## src/hdl/assert_macros.svh

```systemverilog
// Assertion macros used by the RTL top level.
`ifndef ASSERT_MACROS_SVH
`define ASSERT_MACROS_SVH

// Same-cycle implication, disabled in reset.
`define ASSERT_IMP(label, clk, rst_n, a, b) \
    label: assert property (@(posedge clk) disable iff (!rst_n) (a) |-> (b)) \
        else $error("assertion failed");

// Next-cycle implication, disabled in reset.
`define ASSERT_NXT(label, clk, rst_n, a, b) \
    label: assert property (@(posedge clk) disable iff (!rst_n) (a) |=> (b)) \
        else $error("assertion failed");

`endif

```

## src/hdl/rme_pkg.sv

```systemverilog
// Types, constants and the arctangent table for the matrix-to-Euler block.
`default_nettype none
package rme_pkg;
    localparam int SQ_STEPS          = 16;
    localparam int XY_W              = 42;
    localparam int Z_W               = 34;
    localparam int IN_SCALE          = 20;
    localparam int OUT_SHIFT         = 17;
    localparam int ANG_LIMIT         = 25736;
    localparam int THR_W             = 15;
    localparam int CORDIC_STAGES_DEF = 16;
    localparam logic [THR_W-1:0] THR_RESET = 15'd1;
    localparam logic signed [Z_W-1:0] HALF_PI = 34'sd1686629714;

    typedef struct packed {
        logic [31:0] n;
        logic [19:0] rem;
        logic [15:0] root;
    } sq_t;

    typedef struct packed {
        logic signed [XY_W-1:0] x;
        logic signed [XY_W-1:0] y;
        logic signed [Z_W-1:0]  z;
        logic                   zero;
    } vec_t;

    typedef struct packed {
        logic signed [15:0] m00;
        logic signed [15:0] m10;
        logic signed [15:0] m20;
        logic signed [15:0] m21;
        logic signed [15:0] m22;
        logic signed [15:0] m12;
        logic signed [15:0] m11;
    } mat_t;

    // atan(2^-i) in radians * 2^30, rounded
    function automatic logic signed [Z_W-1:0] atan_q30(input int idx);
        logic signed [Z_W-1:0] a;
        case (idx)
            0:  a = 34'sd843314857;
            1:  a = 34'sd497837829;
            2:  a = 34'sd263043837;
            3:  a = 34'sd133525159;
            4:  a = 34'sd67021687;
            5:  a = 34'sd33543516;
            6:  a = 34'sd16775851;
            7:  a = 34'sd8388437;
            8:  a = 34'sd4194283;
            9:  a = 34'sd2097149;
            10: a = 34'sd1048576;
            11: a = 34'sd524288;
            12: a = 34'sd262144;
            13: a = 34'sd131072;
            14: a = 34'sd65536;
            15: a = 34'sd32768;
            16: a = 34'sd16384;
            17: a = 34'sd8192;
            18: a = 34'sd4096;
            19: a = 34'sd2048;
            20: a = 34'sd1024;
            21: a = 34'sd512;
            22: a = 34'sd256;
            23: a = 34'sd128;
            24: a = 34'sd64;
            25: a = 34'sd32;
            26: a = 34'sd16;
            27: a = 34'sd8;
            28: a = 34'sd4;
            29: a = 34'sd2;
            30: a = 34'sd1;
            default: a = '0;
        endcase
        return a;
    endfunction
endpackage
`default_nettype wire

```

## src/hdl/rme_cordic_cell.sv

```systemverilog
// One vectoring micro-rotation of the arctangent chain.
`default_nettype none
module rme_cordic_cell
    import rme_pkg::*;
#(
    parameter int IDX = 0
)
(
    input  wire logic clk,
    input  wire logic en,
    input  wire vec_t d,
    output vec_t      q
);
    localparam logic signed [Z_W-1:0] ANG = atan_q30(IDX);

    vec_t                   q_reg;
    vec_t                   q_next;
    logic signed [XY_W-1:0] xs;
    logic signed [XY_W-1:0] ys;

    // drive y toward zero, accumulate the angle
    always_comb
    begin
        xs = d.x >>> IDX;
        ys = d.y >>> IDX;
        q_next.zero = d.zero;
        if (!d.y[XY_W-1])
        begin
            q_next.x = d.x + ys;
            q_next.y = d.y - xs;
            q_next.z = d.z + ANG;
        end
        else
        begin
            q_next.x = d.x - ys;
            q_next.y = d.y + xs;
            q_next.z = d.z - ANG;
        end
    end

    always_ff @(posedge clk)
    begin
        if (en)
            q_reg <= q_next;
    end

    assign q = q_reg;
endmodule
`default_nettype wire

```

## config.mk

```make
export PLATFORM = sky130hd
export DESIGN_NAME = rme_cordic_cell
export DESIGN_NICKNAME = d
export VERILOG_FILES = /design/src/hdl/assert_macros.svh /design/src/hdl/rme_pkg.sv /design/src/hdl/rme_cordic_cell.sv
export SDC_FILE = /design/constraint.sdc
export NUM_CORES = 1
export LEC_CHECK = 0
export BUFFER_PORTS_ARGS = -buffer_cell sky130_fd_sc_hd__buf_2
export CAP_MARGIN = 0
export CORE_ASPECT_RATIO = 0.7
export CORE_UTILIZATION = 45
export DETAILED_ROUTE_END_ITERATION = 6
export GPL_TIMING_DRIVEN = 0
export MAX_ROUTING_LAYER = met4
export PLACE_DENSITY_LB_ADDON = 0.3
export SYNTH_ARGS = -nofsm -noshare
export SYNTH_HDL_FRONTEND = slang
export SYNTH_SLANG_ARGS = --single-unit
```

## constraint.sdc

```tcl
create_clock -name clk -period 3.8 [get_ports clk]
set_input_delay 0.19 -clock clk [delete_from_list [all_inputs] [get_ports clk]]
set_output_delay 0.19 -clock clk [all_outputs]
set_load 0.02 [all_outputs]
```

-- Yosys cells after proc, flatten, opt, wreduce, memory -nomap -nowiden
Cells that the tools add are included.
- output and inout bits: 119
- memory bits (writable): 0
- logic and storage cells: 10
- input bits: 121
- memories kept: 0
- memory bits (read-only): 0
- bits in registers: 119
- bits in latches: 0
- $mul: 0
- divide/modulo/power cells: 0
- bitwise operators: 0
- equality and inequality tests: 0
- mux-type cells: 1
- add/subtract/negate cells: 5
- shift-type cells: 0
- order comparisons: 0
- reductions and logical operators: 0
- operators with widths (cell ; count):
    $mux 118 ; 1
    $sub 42x42->42 ; 2
    $add 42x42->42 ; 1
    $add 34x31->34 const B ; 1
    $sub 34x31->34 const B ; 1

-- Logic depth before layout (Yosys ltp)
- depth in word-level cells: 2
- depth in mapped cells: 13

-- Least setup slack after synthesis
No wires, ideal clock.
- path kind: input to register
- start point: input port d[76] (netlist name)
- end point: register q_reg (netlist bit q[27]), data pin
- stages: 13
- library setup time: 0.262 ns
- buffers on the path: 2
- data arrival time: 3.331 ns
- slack: 0.207 ns
- cell sequence: inv_2 > buf_1 > buf_1 > ha_1 > a21o_1 > a21o_1 > a211oi_1 > o21bai_1 > a41oi_2 > o211ai_2 > a221oi_2 > o21bai_1 > xor2_1
- RTL lines (element ; RTL line ; RTL):
    start: declaration ; rme_cordic_cell.sv:11 ; input wire vec_t d,
    end signal: assignment ; rme_cordic_cell.sv:44 ; q_reg <= q_next;
    end: declaration ; rme_cordic_cell.sv:16 ; vec_t q_reg;

==> impl_results.rst <==
.. list-table::
   :header-rows: 1

   * - Metric
     - Value
   * - Commonest cells in the synthesized netlist
     - 190 x a21oi_1, 171 x ha_1, 133 x inv_1
   * - Outcome
     - complete, but fails checks
   * - Count of endpoints failing hold in the final timing report
     - 0
   * - Share of layout cells above drive strength 1
     - 0.176
   * - Initial antenna violation count
     - 0
   * - Worst path bufs/invs
     - 3
   * - Worst min-delay path category
     - input port to flip-flop
   * - Setup Total Neg Slack
     - 0 ns
   * - Internal power summed over all cells
     - 0.00359 W
   * - Warning count from the yosys run
     - 0
   * - Synth Area in Simple Gates
     - 0.145
   * - Die Span Y
     - 144 um
   * - Synthesized area per cell
     - 8.38 sq um
   * - Wire length of the first global-routing pass
     - 72.0 mm
   * - Switching part of the total power
     - 0.395
   * - Mean number of vias per cell
     - 6.00
   * - Count leader, synth
     - a21oi_1
   * - Placed inst area
     - 14700 sq um
   * - Data required time at the worst endpoint
     - 3.98 ns
   * - Final Max Tran Viols
     - 0
   * - Category of the most critical setup path
     - input port to flip-flop
   * - Pin count of the biggest net entering global routing
     - 64
   * - Share of the clock period used by the worst path
     - 0.940
   * - Relative max-transition margin
     - 0.281
   * - Die area
     - 29600 sq um
   * - Number of inserted filler cells in the final layout
     - 2674
   * - Sinks on Clock Net
     - 118
   * - Number of instances in the placed design
     - 2162
   * - Floorplan Core Area
     - 28100 sq um
   * - Total number of vias
     - 13200
   * - Post-CTS clock slew at the launch and capture registers of the worst setup and hold paths
     - 0.06 ns
   * - Type of element capturing the critical path
     - flip-flop
   * - Cell type with the highest aggregate area in the netlist
     - edfxtp_1
   * - Final cell count without fillers
     - 2196
   * - Flops & latches, synth
     - 118
   * - Most used flip-flop cell after synthesis
     - edfxtp_1
   * - Clock tree from TritonCTS
     - done
   * - Worst ir drop on vdd
     - 0.306 mV
   * - Time the final worst path needs with I/O delays and setup
     - 3.57 ns
   * - Count of antenna-violating nets left after detailed routing
     - 0
   * - Portion of the post-synthesis area used by sequential elements
     - 0.272
   * - Initial standard-cell utilization of the core
     - 0.463
   * - Top cell type's share of synthesized area
     - 0.272
   * - Hold slack
     - 0.0126 ns
   * - Sort of element at the start of the critical path
     - input port
   * - Cell type with the highest occurrence count on the critical path
     - a21o_1
   * - Post-synth design cell area
     - 13000 sq um
   * - Total number of placement rows
     - 51
   * - Number of buffers added on ports
     - 239
   * - Router iterations before antenna repair
     - 7
   * - Clock buffers created by TritonCTS
     - 17
   * - Vias in the first global route
     - 12200
   * - Largest cells by area after synthesis
     - edfxtp_1 27%, ha_1 16%, a21oi_1 7.3%
   * - Crit path DAT
     - 3.76 ns
   * - Largest fanout on the critical path
     - 24
   * - Final-stage net count
     - 2106
   * - Relative area change from synthesis to final layout
     - 17.8%
   * - Violated checks
     - DRC
   * - Part of the total power dissipated in combinational logic
     - 0.410
   * - Iteration-0 DRC Markers
     - 1479
   * - Synthesized instance count
     - 1551
   * - Static leakage
     - 6.83 nW
   * - Worst-margin pin slew
     - 1.08 ns
   * - # DRC
     - 7
   * - End-of-flow core utilization
     - 0.546
   * - Overflow left after global routing
     - 0
   * - Arithmetic-cell share of the synthesized area counting full adders, half adders and majority gates
     - 0.171
   * - Post-synthesis xor/xnor area fraction
     - 0.0748
   * - Routed wire length
     - 48.1 mm
   * - Share of async-settable or async-resettable flops after synthesis
     - 0
   * - Complex-gate fraction of the synthesized area
     - 0.261
   * - Cell area after layout
     - 15300 sq um
   * - Share of cell area taken by muxes after synthesis
     - 0.0162
   * - Net switching component of the power
     - 0.00235 W
   * - Number of enable flip-flop cells after synthesis
     - 118
   * - Final setup vio count
     - 0
   * - Number of primary I/O pins
     - 240
   * - Buffer depth of the longest clock path
     - 2
   * - RSZ-0062 raised after global routing
     - false
   * - Horizontal die dimension
     - 205 um
   * - Total GRT Usage
     - 0.334
   * - Slowest cell on the critical path
     - a221oi_2
   * - Wire length per cell
     - 21.9 um
   * - Power share of the sequential group
     - 0.301
   * - Cell at the root of the clock tree
     - clkbuf_16
   * - Max-cap viol count
     - 0
   * - Proportion of power drawn by the clock network
     - 0.290
   * - H-tree level count
     - 4
   * - Delay-heaviest family, CP
     - compound AO/OA/AOI/OAI gates
   * - Half-perimeter wire length of the detailed placement result
     - 38.6 mm
   * - Worst path max stage delay
     - 0.49 ns
   * - Maximum frequency from static timing analysis
     - 280 MHz
   * - Count of distinct cell types in the synthesized netlist
     - 81
   * - Syn_nets
     - 1847
   * - Worst-path cell chain
     - clkbuf_4 > inv_4 > buf_4 > ha_1 > a21o_1 > a21o_1 > a211oi_1 > o21bai_1 > a41oi_2 > o211ai_2 > a221oi_2 > o41ai_2 > xor2_1
   * - Combinational family with the most area after synthesis
     - compound AO/OA/AOI/OAI gates
   * - Placer congestion estimate
     - 0.996
   * - Total power per unit cell area
     - 388 nW/um^2
   * - Max reg flops
     - 118
## metal layers
metal / part of all wire / global-route usage / wire length, um / vias to the layer above
li1: - / - / - / 6131
met1: 0.48 / 0.491 / 23000 / 6238
met2: 0.40 / 0.455 / 19500 / 722
met3: 0.099 / 0.0701 / 4770 / 85
met4: 0.020 / 0.0873 / 968 / 0
met5: 0 / - / 0 / -
## cells in the final DEF (no fill, tap or decap), drive strengths merged, types with 19 or more instances in the layout
cell	instances
buf	267
a21oi	193
ha	171
inv	140
nor2	125
o21ai	120
edfxtp	118
nand2	94
xnor2	91
clkbuf	51
a21o	43
nand4	30
nor3	29
o21bai	29
nor2b	24
nand3	21
mux2i	21
xor2	20
o21a	19
## stage by stage
stage / worst slack [ns] / power, W
after floorplan: 0.207 / 0.00336
after global placement: -1.57 / 0.00415
after detailed placement: -0.993 / 0.00417
after CTS: 0.139 / 0.00591
after global routing: 0.133 / 0.00620
final: 0.227 / 0.00594
## final cells by class
cell class | instances | area, sq um | area share
well taps | 371 | 464 | 0.0303
flip-flops and latches | 118 | 3540 | 0.231
plain buffers | 59 | 259 | 0.0169
multi-input cells | 1235 | 8680 | 0.567
inverters | 138 | 520 | 0.0340
clock inverters | 13 | 170 | 0.0111
clock buffers | 19 | 433 | 0.0283
repair buffers | 241 | 1240 | 0.0811
diodes | 2 | 5.00 | 0.000327
## logic make-up (layout without fill, tap and decap cells)
group / after synthesis / in the layout
AND/OR/NAND/NOR: 395 / 395
buffers and inverters: 198 / 470
multiplexers: 21 / 21
flip-flops: 118 / 118
adder cells (fa/ha/maj): 175 / 175
other: 0 / 2
XOR/XNOR: 111 / 111
AO/OA/AOI/OAI: 533 / 533
## path summary, 6_finish.rpt
path              startpoint              end  slack (ns)  cells past startpoint
hold / removal          d[1]   q[1]$_DFFE_PP_        0.01                      2
setup / recovery       d[76]  q[33]$_DFFE_PP_        0.23                     13
## what timing repair did
item,CTS,global route
resized for setup,1,3
setup endpoints to repair,13,4
hold buffers,1,0
endpoints found under the hold margin,1,0
buffers inserted,0,0
## power groups by stage
| stage | combinational, W | sequential, W | clock [W] |
|---|---|---|---|
| after floorplan | 0.00125 | 0.00211 | 0 |
| after detailed placement | 0.00236 | 0.00181 | 0 |
| after CTS | 0.00238 | 0.00179 | 0.00174 |
| after global routing | 0.00260 | 0.00181 | 0.00179 |
| final | 0.00243 | 0.00179 | 0.00172 |
| after global placement | 0.00234 | 0.00181 | 0 |
Note: power is estimated with default switching activity, not from simulation.
