**config.mk**
```make
export PLATFORM = sky130hd
export DESIGN_NAME = rme_sqrt_cell
export DESIGN_NICKNAME = d
export VERILOG_FILES = /design/src/hdl/assert_macros.svh /design/src/hdl/rme_pkg.sv /design/src/hdl/rme_sqrt_cell.sv
export SDC_FILE = /design/constraint.sdc
export NUM_CORES = 1
export LEC_CHECK = 0
export ABC_CLOCK_PERIOD_IN_PS = 6600
export BUFFER_PORTS_ARGS = -buffer_cell sky130_fd_sc_hd__buf_2
export CAP_MARGIN = 20
export CORE_UTILIZATION = 51
export DETAILED_ROUTE_END_ITERATION = 8
export PLACE_DENSITY_LB_ADDON = 0.1
export SYNTH_ARGS = -nofsm -noshare
export SYNTH_HDL_FRONTEND = slang
export SYNTH_SLANG_ARGS = --single-unit
export TNS_END_PERCENT = 10
```
**constraint.sdc**
```tcl
create_clock -name clk -period 6.6 [get_ports clk]
set_clock_uncertainty 0.15 [all_clocks]
set_input_delay 1.65 -clock clk [delete_from_list [all_inputs] [get_ports clk]]
set_output_delay 1.65 -clock clk [all_outputs]
set_load 0.005 [all_outputs]
```
**src/hdl/assert_macros.svh**
```systemverilog
// Assertion macros used by the RTL top level.
`ifndef ASSERT_MACROS_SVH
`define ASSERT_MACROS_SVH

// Same-cycle implication, disabled in reset.
`define ASSERT_IMP(label, clk, rst_n, a, b) \
    label: assert property (@(posedge clk) disable iff (!rst_n) (a) |-> (b)) \
        else $error("assertion failed");

// Next-cycle implication, disabled in reset.
`define ASSERT_NXT(label, clk, rst_n, a, b) \
    label: assert property (@(posedge clk) disable iff (!rst_n) (a) |=> (b)) \
        else $error("assertion failed");

`endif

```
**src/hdl/rme_pkg.sv**
```systemverilog
// Types, constants and the arctangent table for the matrix-to-Euler block.
`default_nettype none
package rme_pkg;
    localparam int SQ_STEPS          = 16;
    localparam int XY_W              = 42;
    localparam int Z_W               = 34;
    localparam int IN_SCALE          = 20;
    localparam int OUT_SHIFT         = 17;
    localparam int ANG_LIMIT         = 25736;
    localparam int THR_W             = 15;
    localparam int CORDIC_STAGES_DEF = 16;
    localparam logic [THR_W-1:0] THR_RESET = 15'd1;
    localparam logic signed [Z_W-1:0] HALF_PI = 34'sd1686629714;

    typedef struct packed {
        logic [31:0] n;
        logic [19:0] rem;
        logic [15:0] root;
    } sq_t;

    typedef struct packed {
        logic signed [XY_W-1:0] x;
        logic signed [XY_W-1:0] y;
        logic signed [Z_W-1:0]  z;
        logic                   zero;
    } vec_t;

    typedef struct packed {
        logic signed [15:0] m00;
        logic signed [15:0] m10;
        logic signed [15:0] m20;
        logic signed [15:0] m21;
        logic signed [15:0] m22;
        logic signed [15:0] m12;
        logic signed [15:0] m11;
    } mat_t;

    // atan(2^-i) in radians * 2^30, rounded
    function automatic logic signed [Z_W-1:0] atan_q30(input int idx);
        logic signed [Z_W-1:0] a;
        case (idx)
            0:  a = 34'sd843314857;
            1:  a = 34'sd497837829;
            2:  a = 34'sd263043837;
            3:  a = 34'sd133525159;
            4:  a = 34'sd67021687;
            5:  a = 34'sd33543516;
            6:  a = 34'sd16775851;
            7:  a = 34'sd8388437;
            8:  a = 34'sd4194283;
            9:  a = 34'sd2097149;
            10: a = 34'sd1048576;
            11: a = 34'sd524288;
            12: a = 34'sd262144;
            13: a = 34'sd131072;
            14: a = 34'sd65536;
            15: a = 34'sd32768;
            16: a = 34'sd16384;
            17: a = 34'sd8192;
            18: a = 34'sd4096;
            19: a = 34'sd2048;
            20: a = 34'sd1024;
            21: a = 34'sd512;
            22: a = 34'sd256;
            23: a = 34'sd128;
            24: a = 34'sd64;
            25: a = 34'sd32;
            26: a = 34'sd16;
            27: a = 34'sd8;
            28: a = 34'sd4;
            29: a = 34'sd2;
            30: a = 34'sd1;
            default: a = '0;
        endcase
        return a;
    endfunction
endpackage
`default_nettype wire

```
**src/hdl/rme_sqrt_cell.sv**
```systemverilog
// One digit step of the pipelined integer square root.
`default_nettype none
module rme_sqrt_cell
    import rme_pkg::*;
(
    input  wire logic clk,
    input  wire logic en,
    input  wire sq_t  d,
    output sq_t       q
);
    sq_t         q_reg;
    sq_t         q_next;
    logic [19:0] rem_sh;
    logic [19:0] trial;

    // bring down two bits, try subtracting 4r+1
    always_comb
    begin
        rem_sh = {d.rem[17:0], d.n[31:30]};
        trial  = {2'b00, d.root, 2'b01};
        q_next.n = {d.n[29:0], 2'b00};
        if (rem_sh >= trial)
        begin
            q_next.rem  = rem_sh - trial;
            q_next.root = {d.root[14:0], 1'b1};
        end
        else
        begin
            q_next.rem  = rem_sh;
            q_next.root = {d.root[14:0], 1'b0};
        end
    end

    always_ff @(posedge clk)
    begin
        if (en)
            q_reg <= q_next;
    end

    assign q = q_reg;
endmodule
`default_nettype wire

```
**After elaboration in Yosys (flattened, before gate mapping)**

Index checks and enable logic that the tools add are counted.

- Output and inout bits: 68
- Logic and storage cells: 6
- Bits in registers: 66
- Input bits: 70

- Mux-type cells: 1
- Add/subtract/negate cells: 1
- $lt $le $gt $ge: 1

Operators by type and width:

| cell | count |
|---|---|
| 2-to-1 mux 36 bit | 1 |
| >= comparator 20 x 18 -> 1 bit | 1 |
| subtractor 20 x 18 -> 20 bit | 1 |

**Longest topological paths before layout**

Gate-level depths: netlist of run 1.

- Depth in word-level cells: 2
- Gate-level depth with buffers: 10
- Mapped depth without buffers: 9

**Least setup slack after synthesis of run 1**

OpenSTA, ideal clock, no wires.

- Path type: input port to flip-flop
- Start point: input d[1] in the netlist's numbering
- End point: register q_reg, in the netlist q[28] (data pin)
- Setup slack: 2689 ps
- Stages on the path: 10
- Arrival: 3501 ps
- Buffers on the path: 1
- Library setup time: 260 ps
- Cells stage by stage: inv_1 ha_1 o211ai_1 a21oi_1 o21bai_1 a21bo_2 a21oi_2 nor2_2 buf_6 mux2_2

RTL lines:

| element | line | text |
|---|---|---|
| start: declaration | rme_sqrt_cell.sv:8 | `input wire sq_t d,` |
| end signal: assignment | rme_sqrt_cell.sv:37 | `q_reg <= q_next;` |
| end: declaration | rme_sqrt_cell.sv:11 | `sq_t q_reg;` |

==> results of run 1 <==
==> final cells by class <==
type                            count  area (um2)  share of cell area
Clock buffer                        9         124              0.0301
Clock inverter                      6        35.0             0.00853
Inverter                           23        86.3              0.0210
Multi-Input combinational cell    146        1110               0.271
Sequential cell                    66        1980               0.482
Tap cell                           75        93.8              0.0228
Timing Repair Buffer              134         673               0.164
==> critical path, stage by stage <==
cell      delay (ns)
buf_2           0.09
inv_1           0.04
ha_1            0.36
o211ai_1        0.19
a21oi_1         0.10
o21bai_1        0.19
a21bo_2         0.17
a21oi_2         0.06
nor2_2          0.82
mux2_2          0.43
==> metal layers <==
layer	GRT usage	routed length (um)	vias to the layer above
li1	-	-	1170
met4	0.100	127	0
met3	0.0596	595	13
met5	0	0	-
met2	0.335	3060	108
met1	0.246	2690	1070
==> cell usage in the layout (no fill, tap or decap), types with 2 or more instances in the layout <==
cell	n
a31oi_1	4
nor2_1	9
o21ai_0	7
buf_2	133
clkinv_2	4
and3_1	5
mux2_2	14
ha_1	18
clkinvlp_4	2
nand2b_1	2
clkbuf_8	9
a21oi_2	2
mux2i_1	3
edfxtp_1	66
o21bai_1	2
xor2_1	8
a21o_1	6
xnor2_1	10
nand3_1	4
nand2_1	15
conb_1	2
a21oi_1	18
inv_1	23
o211ai_1	3
==> stage by stage <==
stage	total power, mW	utilization	hold WS, ns	cells
after CTS	1.02	0.686	1.32	459
final	1.01	0.686	1.33	459
after floorplan	0.645	-	1.60	240
after global placement	0.727	0.659	1.68	444
after global routing	1.06	0.686	1.32	459
after detailed placement	0.734	0.659	1.68	444
==> cells by family after synthesis <==
logic type,count (synthesis),share of synthesized area
compound gates,51,0.107
xor+xnor,18,0.0491
fa+ha+maj,18,0.0701
buf+inv,28,0.0374
flops,66,0.617
mux,18,0.0619
other cells,1,0.00117
simple gates,39,0.0569
==> power breakdown <==
part / internal (mW) / total [mW] / switching (mW) / leakage, nW
Combinational: 0.0993 / 0.200 / 0.101 / 1.15
Sequential: 0.514 / 0.523 / 0.00911 / 0.646
Clock: 0.131 / 0.284 / 0.153 / 0.0806
Total: 0.745 / 1.01 / 0.263 / 1.87
==> worst max path at each step <==
stage	from	endpoint	slack, ns	depth (start not counted)
3_3_place_gp	d[1]	q[19]$_DFFE_PP_	2.05	10
5_1_grt	d[1]	q[22]$_DFFE_PP_	2.30	10
2_1_floorplan	d[1]	q[28]$_DFFE_PP_	2.69	10
4_1_cts	d[1]	q[21]$_DFFE_PP_	2.41	10
3_5_place_dp	d[1]	q[31]$_DFFE_PP_	2.02	10
6_report	d[1]	q[24]$_DFFE_PP_	2.43	10
==> run_results.csv, run 1 <==
group,metric,value,unit
synthesis,synth_area_leaders,"edfxtp_1, ha_1, mux2_2",
clock_tree,cts.clk_slew.worst_paths,0.07,ns
synthesis,synth_top_area_cell,"edfxtp_1",
synthesis,synth_ff_type,"edfxtp_1",
global_routing,grt-ovfl-total,0,
sta,fin_setup_tns,0,ns
sta,rsz0062_at_grt,"false",
layout,drive_gt1_frac,0.445,
synthesis,synth_commonest_cells,"edfxtp_1, inv_1, a21oi_1, ha_1, nand2_1",
clock_tree,clock_path_buffers,2,
setup_path,start_kind,"input pin",
setup_path,critical_path_arrival,4.10,ns
setup_path,worstSetupPathType,"in -> reg",
clock_tree,cts_tree,"done",
detailed_routing,drt_iter0_markers,95,
setup_path,cp-end-kind,"register",
power,powerDensity,245,nW/um2
layout,finalNetCount,468,
synthesis,syn_area,3210,um2
global_routing,grt_pass1_vias,2217,
synthesis,synthCells,239,
die,rows,28,
placed_design,routabilityCongestion,0.861,
die,dieHeight,81.4,um
placed_design,dpl_worst_slack,2.02,ns
die,start_util,0.536,
detailed_routing,drt.antenna.violating_nets,0,
setup_path,cp.required,6.54,ns
power,cellLeakagePower,1.87,nW
synthesis,seq_area_frac_synth,0.617,
clock_tree,cts_resized,0,
run,cap_violations,0,
placed_design,dp_hpwl,4840,um
global_routing,antenna_found_initial,0,
layout,largest_reg_flops,66,
layout,area_delta_synth_final,27.9,%
global_routing,track_usage,0.205,
sta,fin_crit_sh,0.631,
clock_tree,root_buffer,"clkbuf_8",
clock_tree,cts_buffers,9,
synthesis,synth.most_common_cell,"edfxtp_1",
synthesis,synth_seq_cells,66,
detailed_routing,vias,2361,
detailed_routing,drc,0,
synthesis,ys_types,37,
detailed_routing,dr.pass1.iters,4,
hold_path,hp-class,"in -> reg",
synthesis,yosysWarnings,0,
power,ir_drop,0.134,mV
outcome,outcome,"completed",
layout,fillers,464,
die,die_w,81.4,um
hold_path,min_to,"q[50]$_DFFE_PP_",
placed_design,io_buffers,133,
die,fp.coreArea,5990,um2
synthesis,synth_top_area_frac,0.617,
sta,slew_violations,0,
synthesis,avgSynthCellArea,13.4,um2
layout,post-route-cell-area,4110,um2
detailed_routing,routed_wl,6470,um
hold_path,hold_path_depth,1,
hold_path,hold_start,"d[48]",
sta,worst_pin_slew,1.05,ns
sta,finalWorstSetupSlack,2.43,ns
placed_design,placedInstanceArea,3950,um2
clock_tree,cts.sinks,66,
sta,fin_crit,4.17,ns
clock_tree,htree_num_levels,3,
die,io_pins,138,
sta,relSlewSlack,0.299,
die,die_area,6620,um2
sta,setup-violations-final,0,
detailed_routing,vias_per_cell,5.14,
synthesis,synth-edff-count,66,
layout,antenna_cells,0,
sta,fmax,0.240,GHz
global_routing,grt_max_degree,67,
setup_path,critical_path_peak_fanout,19,
clock_tree,cts_setup_buffers,0,
detailed_routing,wl_per_cell,14.1,um
global_routing,grt_pass1_wl,9980,um
sta,hold_viol,0,
clock_tree,ctsHoldBuffers,0,
synthesis,postSynth.asyncResetShare,0,
(Power assumes the default switching activity.)
==> run 2, diff against run 1 <==
--- a/config.mk
+++ b/config.mk
@@ -5,10 +5,11 @@
 export SDC_FILE = /design/constraint.sdc
 export NUM_CORES = 1
 export LEC_CHECK = 0
-export ABC_CLOCK_PERIOD_IN_PS = 6600
+export ABC_AREA = 1
+export ABC_CLOCK_PERIOD_IN_PS = 4350
 export BUFFER_PORTS_ARGS = -buffer_cell sky130_fd_sc_hd__buf_2
 export CAP_MARGIN = 20
-export CORE_UTILIZATION = 51
+export CORE_UTILIZATION = 49
 export DETAILED_ROUTE_END_ITERATION = 8
 export PLACE_DENSITY_LB_ADDON = 0.1
 export SYNTH_ARGS = -nofsm -noshare
==> constraint.sdc (replaced) <==
create_clock -name clk -period 4.35 [get_ports clk]
set_clock_uncertainty 0.15 [all_clocks]
set_input_delay 1.0875 -clock clk [delete_from_list [all_inputs] [get_ports clk]]
set_output_delay 1.0875 -clock clk [all_outputs]
set_load 0.005 [all_outputs]
==> run 2 against run 1 <==
Utilization shrank 2.5 points. Final cell count grew 39%. Setup slack lost 0.93 ns. Critical path type unchanged. Largest cell class unchanged.
==> run_results.csv, run 2 <==
group,metric,value,unit
sta,fin_crit_sh,0.653,
hold_path,min_to,"q[42]$_DFFE_PP_",
setup_path,cp-end-kind,"register",
die,start_util,0.519,
clock_tree,cts_buffers,9,
hold_path,hp-class,"in -> reg",
power,ir_drop,0.156,mV
sta,slew_violations,0,
sta,relSlewSlack,0.627,
power,cellLeakagePower,2.34,nW
die,die_area,7740,um2
detailed_routing,vias_per_cell,4.63,
sta,worst_pin_slew,0.559,ns
placed_design,placedInstanceArea,4370,um2
sta,hold_viol,0,
clock_tree,htree_num_levels,3,
die,rows,30,
detailed_routing,routed_wl,7790,um
synthesis,synth_seq_cells,66,
detailed_routing,drc,0,
clock_tree,clock_path_buffers,2,
global_routing,antenna_found_initial,0,
clock_tree,cts_tree,"done",
synthesis,synthCells,394,
layout,mostFrequentLayoutCells,"nand2_1, buf_2, edfxtp_1",
setup_path,critical_path_arrival,2.79,ns
setup_path,cp.required,4.30,ns
outcome,outcome,"completed",
layout,drive_gt1_frac,0.311,
detailed_routing,drt_iter0_markers,105,
synthesis,synth.most_common_cell,"nand2_1",
setup_path,start_kind,"input pin",
layout,multi_input_area,1340,um2
synthesis,syn_area,3620,um2
sta,fmax,0.352,GHz
synthesis,synth_top_area_cell,"edfxtp_1",
die,dieHeight,88.0,um
hold_path,hold_start,"d[40]",
synthesis,synth_commonest_cells,"nand2_1, edfxtp_1, inv_1, nor2_1, nand3_1",
clock_tree,cts.sinks,66,
die,io_pins,138,
placed_design,dp_hpwl,6060,um
placed_design,io_buffers,133,
global_routing,grt_max_degree,27,
layout,area_delta_synth_final,27.3,%
die,die_w,88.0,um
synthesis,seq_area_frac_synth,0.547,
layout,antenna_cells,0,
detailed_routing,dr.pass1.iters,4,
clock_tree,cts.clk_slew.worst_paths,0.07,ns
setup_path,critical_path_peak_fanout,21,
global_routing,track_usage,0.210,
die,fp.coreArea,6980,um2
placed_design,routabilityCongestion,0.946,
power,powerDensity,376,nW/um2
synthesis,synth_ff_type,"edfxtp_1",
global_routing,grt_pass1_wl,12200,um
synthesis,synth-edff-count,66,
layout,mostFrequentLayoutCell,"nand2_1",
synthesis,postSynth.asyncResetShare,0,
synthesis,yosysWarnings,0,
setup_path,worstSetupPathType,"in -> reg",
sta,rsz0062_at_grt,"false",
detailed_routing,vias,2950,
layout,largest_reg_flops,66,
synthesis,ys_types,31,
layout,post-route-cell-area,4610,um2
power,finalPower,1.73,mW
synthesis,synth_top_area_frac,0.547,
synthesis,synth_area_leaders,"edfxtp_1, nand2_1, inv_1",
sta,setup-violations-final,0,
layout,finalNetCount,624,
clock_tree,root_buffer,"clkbuf_8",
clock_tree,cts_resized,0,
detailed_routing,wl_per_cell,12.2,um
run,cap_violations,0,
layout,fillers,653,
sta,fin_setup_tns,0,ns
clock_tree,cts_setup_buffers,0,
synthesis,avgSynthCellArea,9.19,um2
layout,seq_area,1980,um2
sta,fin_crit,2.84,ns
global_routing,grt-ovfl-total,0,
global_routing,grt_pass1_vias,2679,
detailed_routing,drt.antenna.violating_nets,0,
hold_path,hold_path_depth,1,
clock_tree,ctsHoldBuffers,0,
==> run 2: changes by cell type after synthesis, sizes merged, moves of 4 or more <==
cell    previous run  this run
mux2              15         0
a31oi              4         0
a21oi             20        13
nand3              4        20
and3               5         1
o21ai              7         2
a21o               6         0
nand2             15       152
xnor2             10         2
nand3b             0         5
nor2              10        28
inv               23        64
==> run 2: worst max-delay path, cell delays in order <==
cell and delay, ns:
buf_2 0.08, inv_1 0.04, ha_1 0.35, nand2_1 0.12, inv_1 0.07, a21oi_1 0.26, nand3_2 0.18, nand2_2 0.12
nand2_4 0.19, inv_6 0.24, a21oi_2 0.06
==> run 2: metrics by stage <==
stage,hold WS (ns),instances,util,worst slack (ns)
after floorplan,1.04,395,-,1.60
final,0.768,637,0.660,1.51
after detailed placement,1.12,621,0.626,1.16
after CTS,0.756,637,0.660,1.52
after global routing,0.750,637,0.660,1.36
after global placement,1.11,621,0.626,1.13
==> run 2: per-layer routing <==
layer | global-route usage | vias to the layer above | part of all wire
li1 | - | 1543 | -
met1 | 0.264 | 1301 | 0.46
met2 | 0.359 | 99 | 0.47
met3 | 0.0518 | 7 | 0.061
met4 | 0.0626 | 0 | 0.011
met5 | 0 | - | 0
==> run 2: power breakdown <==
| part | internal (mW) | total (mW) | switching, mW | leakage (nW) |
|---|---|---|---|---|
| clock network | 0.383 | 0.621 | 0.238 | 0.117 |
| registers | 0.777 | 0.790 | 0.0128 | 0.646 |
| logic | 0.137 | 0.324 | 0.188 | 1.57 |
==> run 2: cell type report <==
class | instances | area share
clock buffer | 10 | 0.0277
clock inverter | 6 | 0.0250
inverter | 64 | 0.0532
multi-input combinational | 260 | 0.291
sequential | 66 | 0.430
tap | 96 | 0.0261
timing repair buffer | 135 | 0.148
==> run 2: worst max-delay path by stage <==
stage,startpoint,to,depth (start not counted)
6_report,d[9],q[34]$_DFFE_PP_,11
5_1_grt,d[9],q[28]$_DFFE_PP_,12
4_1_cts,d[9],q[34]$_DFFE_PP_,11
3_5_place_dp,d[9],q[34]$_DFFE_PP_,11
3_3_place_gp,d[9],q[34]$_DFFE_PP_,11
2_1_floorplan,d[13],q[16]$_DFFE_PP_,10
==> run 2: logic make-up after synthesis <==
family / share of synthesized area
AOI/OAI and AO/OA: 0.0321
xor gates and xnor gates: 0.0263
adders and majority gates: 0.0622
buffers and inverters: 0.0836
DFF: 0.547
other: 0.00104
and+or+nand+nor: 0.247
==> run 3, diff against run 2 <==
--- a/config.mk
+++ b/config.mk
@@ -6,10 +6,10 @@
 export NUM_CORES = 1
 export LEC_CHECK = 0
 export ABC_AREA = 1
-export ABC_CLOCK_PERIOD_IN_PS = 4350
+export ABC_CLOCK_PERIOD_IN_PS = 2400
 export BUFFER_PORTS_ARGS = -buffer_cell sky130_fd_sc_hd__buf_2
 export CAP_MARGIN = 20
-export CORE_UTILIZATION = 49
+export CORE_UTILIZATION = 45
 export DETAILED_ROUTE_END_ITERATION = 8
 export PLACE_DENSITY_LB_ADDON = 0.1
 export SYNTH_ARGS = -nofsm -noshare
==> constraint.sdc (replaced) <==
create_clock -name clk -period 2.4 [get_ports clk]
set_clock_uncertainty 0.15 [all_clocks]
set_input_delay 0.6 -clock clk [delete_from_list [all_inputs] [get_ports clk]]
set_output_delay 0.6 -clock clk [all_outputs]
set_load 0.005 [all_outputs]
==> run 3 against run 2 <==
Sequential power up 81%. Highest routed layer unchanged. Total power up 95%. Sequential share of layout area is 3.9 points lower. Final area grew 9.9%. Routed wire length up 11%. Critical path depth up 1. Setup slack got worse by 1.3 ns.
==> run_results.csv, run 3 (synthesis results as in run 2) <==
group,metric,value,unit
sta,slew_violations,0,
layout,fin_cells,698,
clock_tree,root_buffer,"clkbuf_8",
setup_path,critical_path_peak_fanout,9,
sta,hold_viol,0,
sta,fin_crit,2.21,ns
sta,fin_crit_sh,0.920,
die,fp.coreArea,7770,um2
die,dieHeight,91.7,um
power,ir_drop,0.313,mV
setup_path,cp-end-kind,"register",
die,die_w,91.7,um
sta,rsz0062_at_grt,"false",
power,combPwrFrac,0.210,
detailed_routing,vias,3175,
detailed_routing,wl_per_cell,12.4,um
placed_design,routabilityCongestion,0.870,
power,switchingPower,0.840,mW
detailed_routing,dr.pass1.iters,4,
power,p_sw_frac,0.248,
detailed_routing,vias_per_cell,4.55,
power,clkPwrFrac,0.368,
clock_tree,cts_setup_buffers,0,
detailed_routing,drt.antenna.violating_nets,0,
sta,fin_hold_ws,0.282,ns
die,io_pins,138,
clock_tree,cts_buffers,9,
die,die_area,8410,um2
detailed_routing,routed_wl,8680,um
power,cellLeakagePower,2.62,nW
layout,antenna_cells,0,
detailed_routing,drt_iter0_markers,124,
clock_tree,cts.sinks,66,
layout,largest_reg_flops,66,
die,rows,32,
global_routing,grt_pass1_vias,3029,
detailed_routing,drc,0,
hold_path,hp-class,"in -> reg",
clock_tree,cts.clk_slew.worst_paths,0.07,ns
clock_tree,clock_path_buffers,2,
sta,setup-violations-final,0,
global_routing,grt_max_degree,46,
setup_path,critical_path_arrival,2.15,ns
clock_tree,ctsHoldBuffers,0,
global_routing,grt-ovfl-total,0,
layout,drive_gt1_frac,0.374,
setup_path,start_kind,"input pin",
placed_design,dp_hpwl,6910,um
power,seq_power_share,0.422,
setup_path,cp.required,2.34,ns
clock_tree,cts_resized,0,
sta,fmax,0.453,GHz
layout,mostFrequentLayoutCell,"nand2_1",
placed_design,post-place-cells,682,
layout,mostFrequentLayoutCells,"nand2_1, buf_2, edfxtp_1",
setup_path,worstSetupPathType,"in -> reg",
clock_tree,htree_num_levels,3,
global_routing,grt_pass1_wl,14300,um
placed_design,io_buffers,133,
power,finalPower,3.39,mW
run,cap_violations,0,
global_routing,track_usage,0.219,
layout,fin_util,0.652,
clock_tree,cts_tree,"done",
die,start_util,0.466,
layout,area_delta_synth_final,39.9,%
power,p_int,2.55,mW
layout,finalNetCount,679,
outcome,outcome,"completed",
sta,relSlewSlack,0.638,
power,powerDensity,669,nW/um2
global_routing,antenna_found_initial,0,
sta,worst_pin_slew,0.543,ns
layout,fillers,685,
[run 3: cell type report]
cell class	count	area, um2	area share
sequential	66	1980	0.391
timing repair buffer	190	1110	0.218
tap	102	128	0.0252
clock inverter	6	138	0.0272
clock buffer	10	128	0.0252
multi-input combinational	260	1340	0.265
inverter	64	245	0.0484
[run 3: power by group through the flow]
stage	clock network [mW]	registers (mW)	logic (mW)
2_1_floorplan	0	1.48	0.320
3_3_place_gp	0	1.46	0.702
3_5_place_dp	0	1.46	0.716
4_1_cts	1.27	1.43	0.719
5_1_grt	1.31	1.44	0.805
6_report	1.25	1.43	0.711
[run 3: critical path, stage by stage]
cell,delay (ns)
buf_2,0.09
inv_1,0.04
ha_1,0.32
nand2_1,0.13
inv_1,0.08
a21oi_1,0.24
nand3_2,0.14
nand2_2,0.10
nand2_4,0.13
buf_12,0.17
nand3_1,0.06
nand2_1,0.06
[run 3: stage by stage]
stage               worst slack, ns  cell area [um2]  setup TNS (ns)
global placement             -0.141             4800           -2.18
floorplan                     0.138             3620               0
finish                        0.193             5070               0
detailed placement           -0.179             4800           -2.96
global route                0.00614             5070               0
CTS                           0.188             5070               0
[run 3: layer usage]
layer,part of all wire,GRT usage
met1,0.44,0.275
met2,0.48,0.381
met3,0.070,0.0415
met4,0.013,0.0716
met5,0,0
[run 3: worst paths after layout]
path	cells past startpoint	endpoint	start
worst max-delay path	12	q[26]$_DFFE_PP_	d[9]
worst min-delay path	1	q[47]$_DFFE_PP_	d[45]
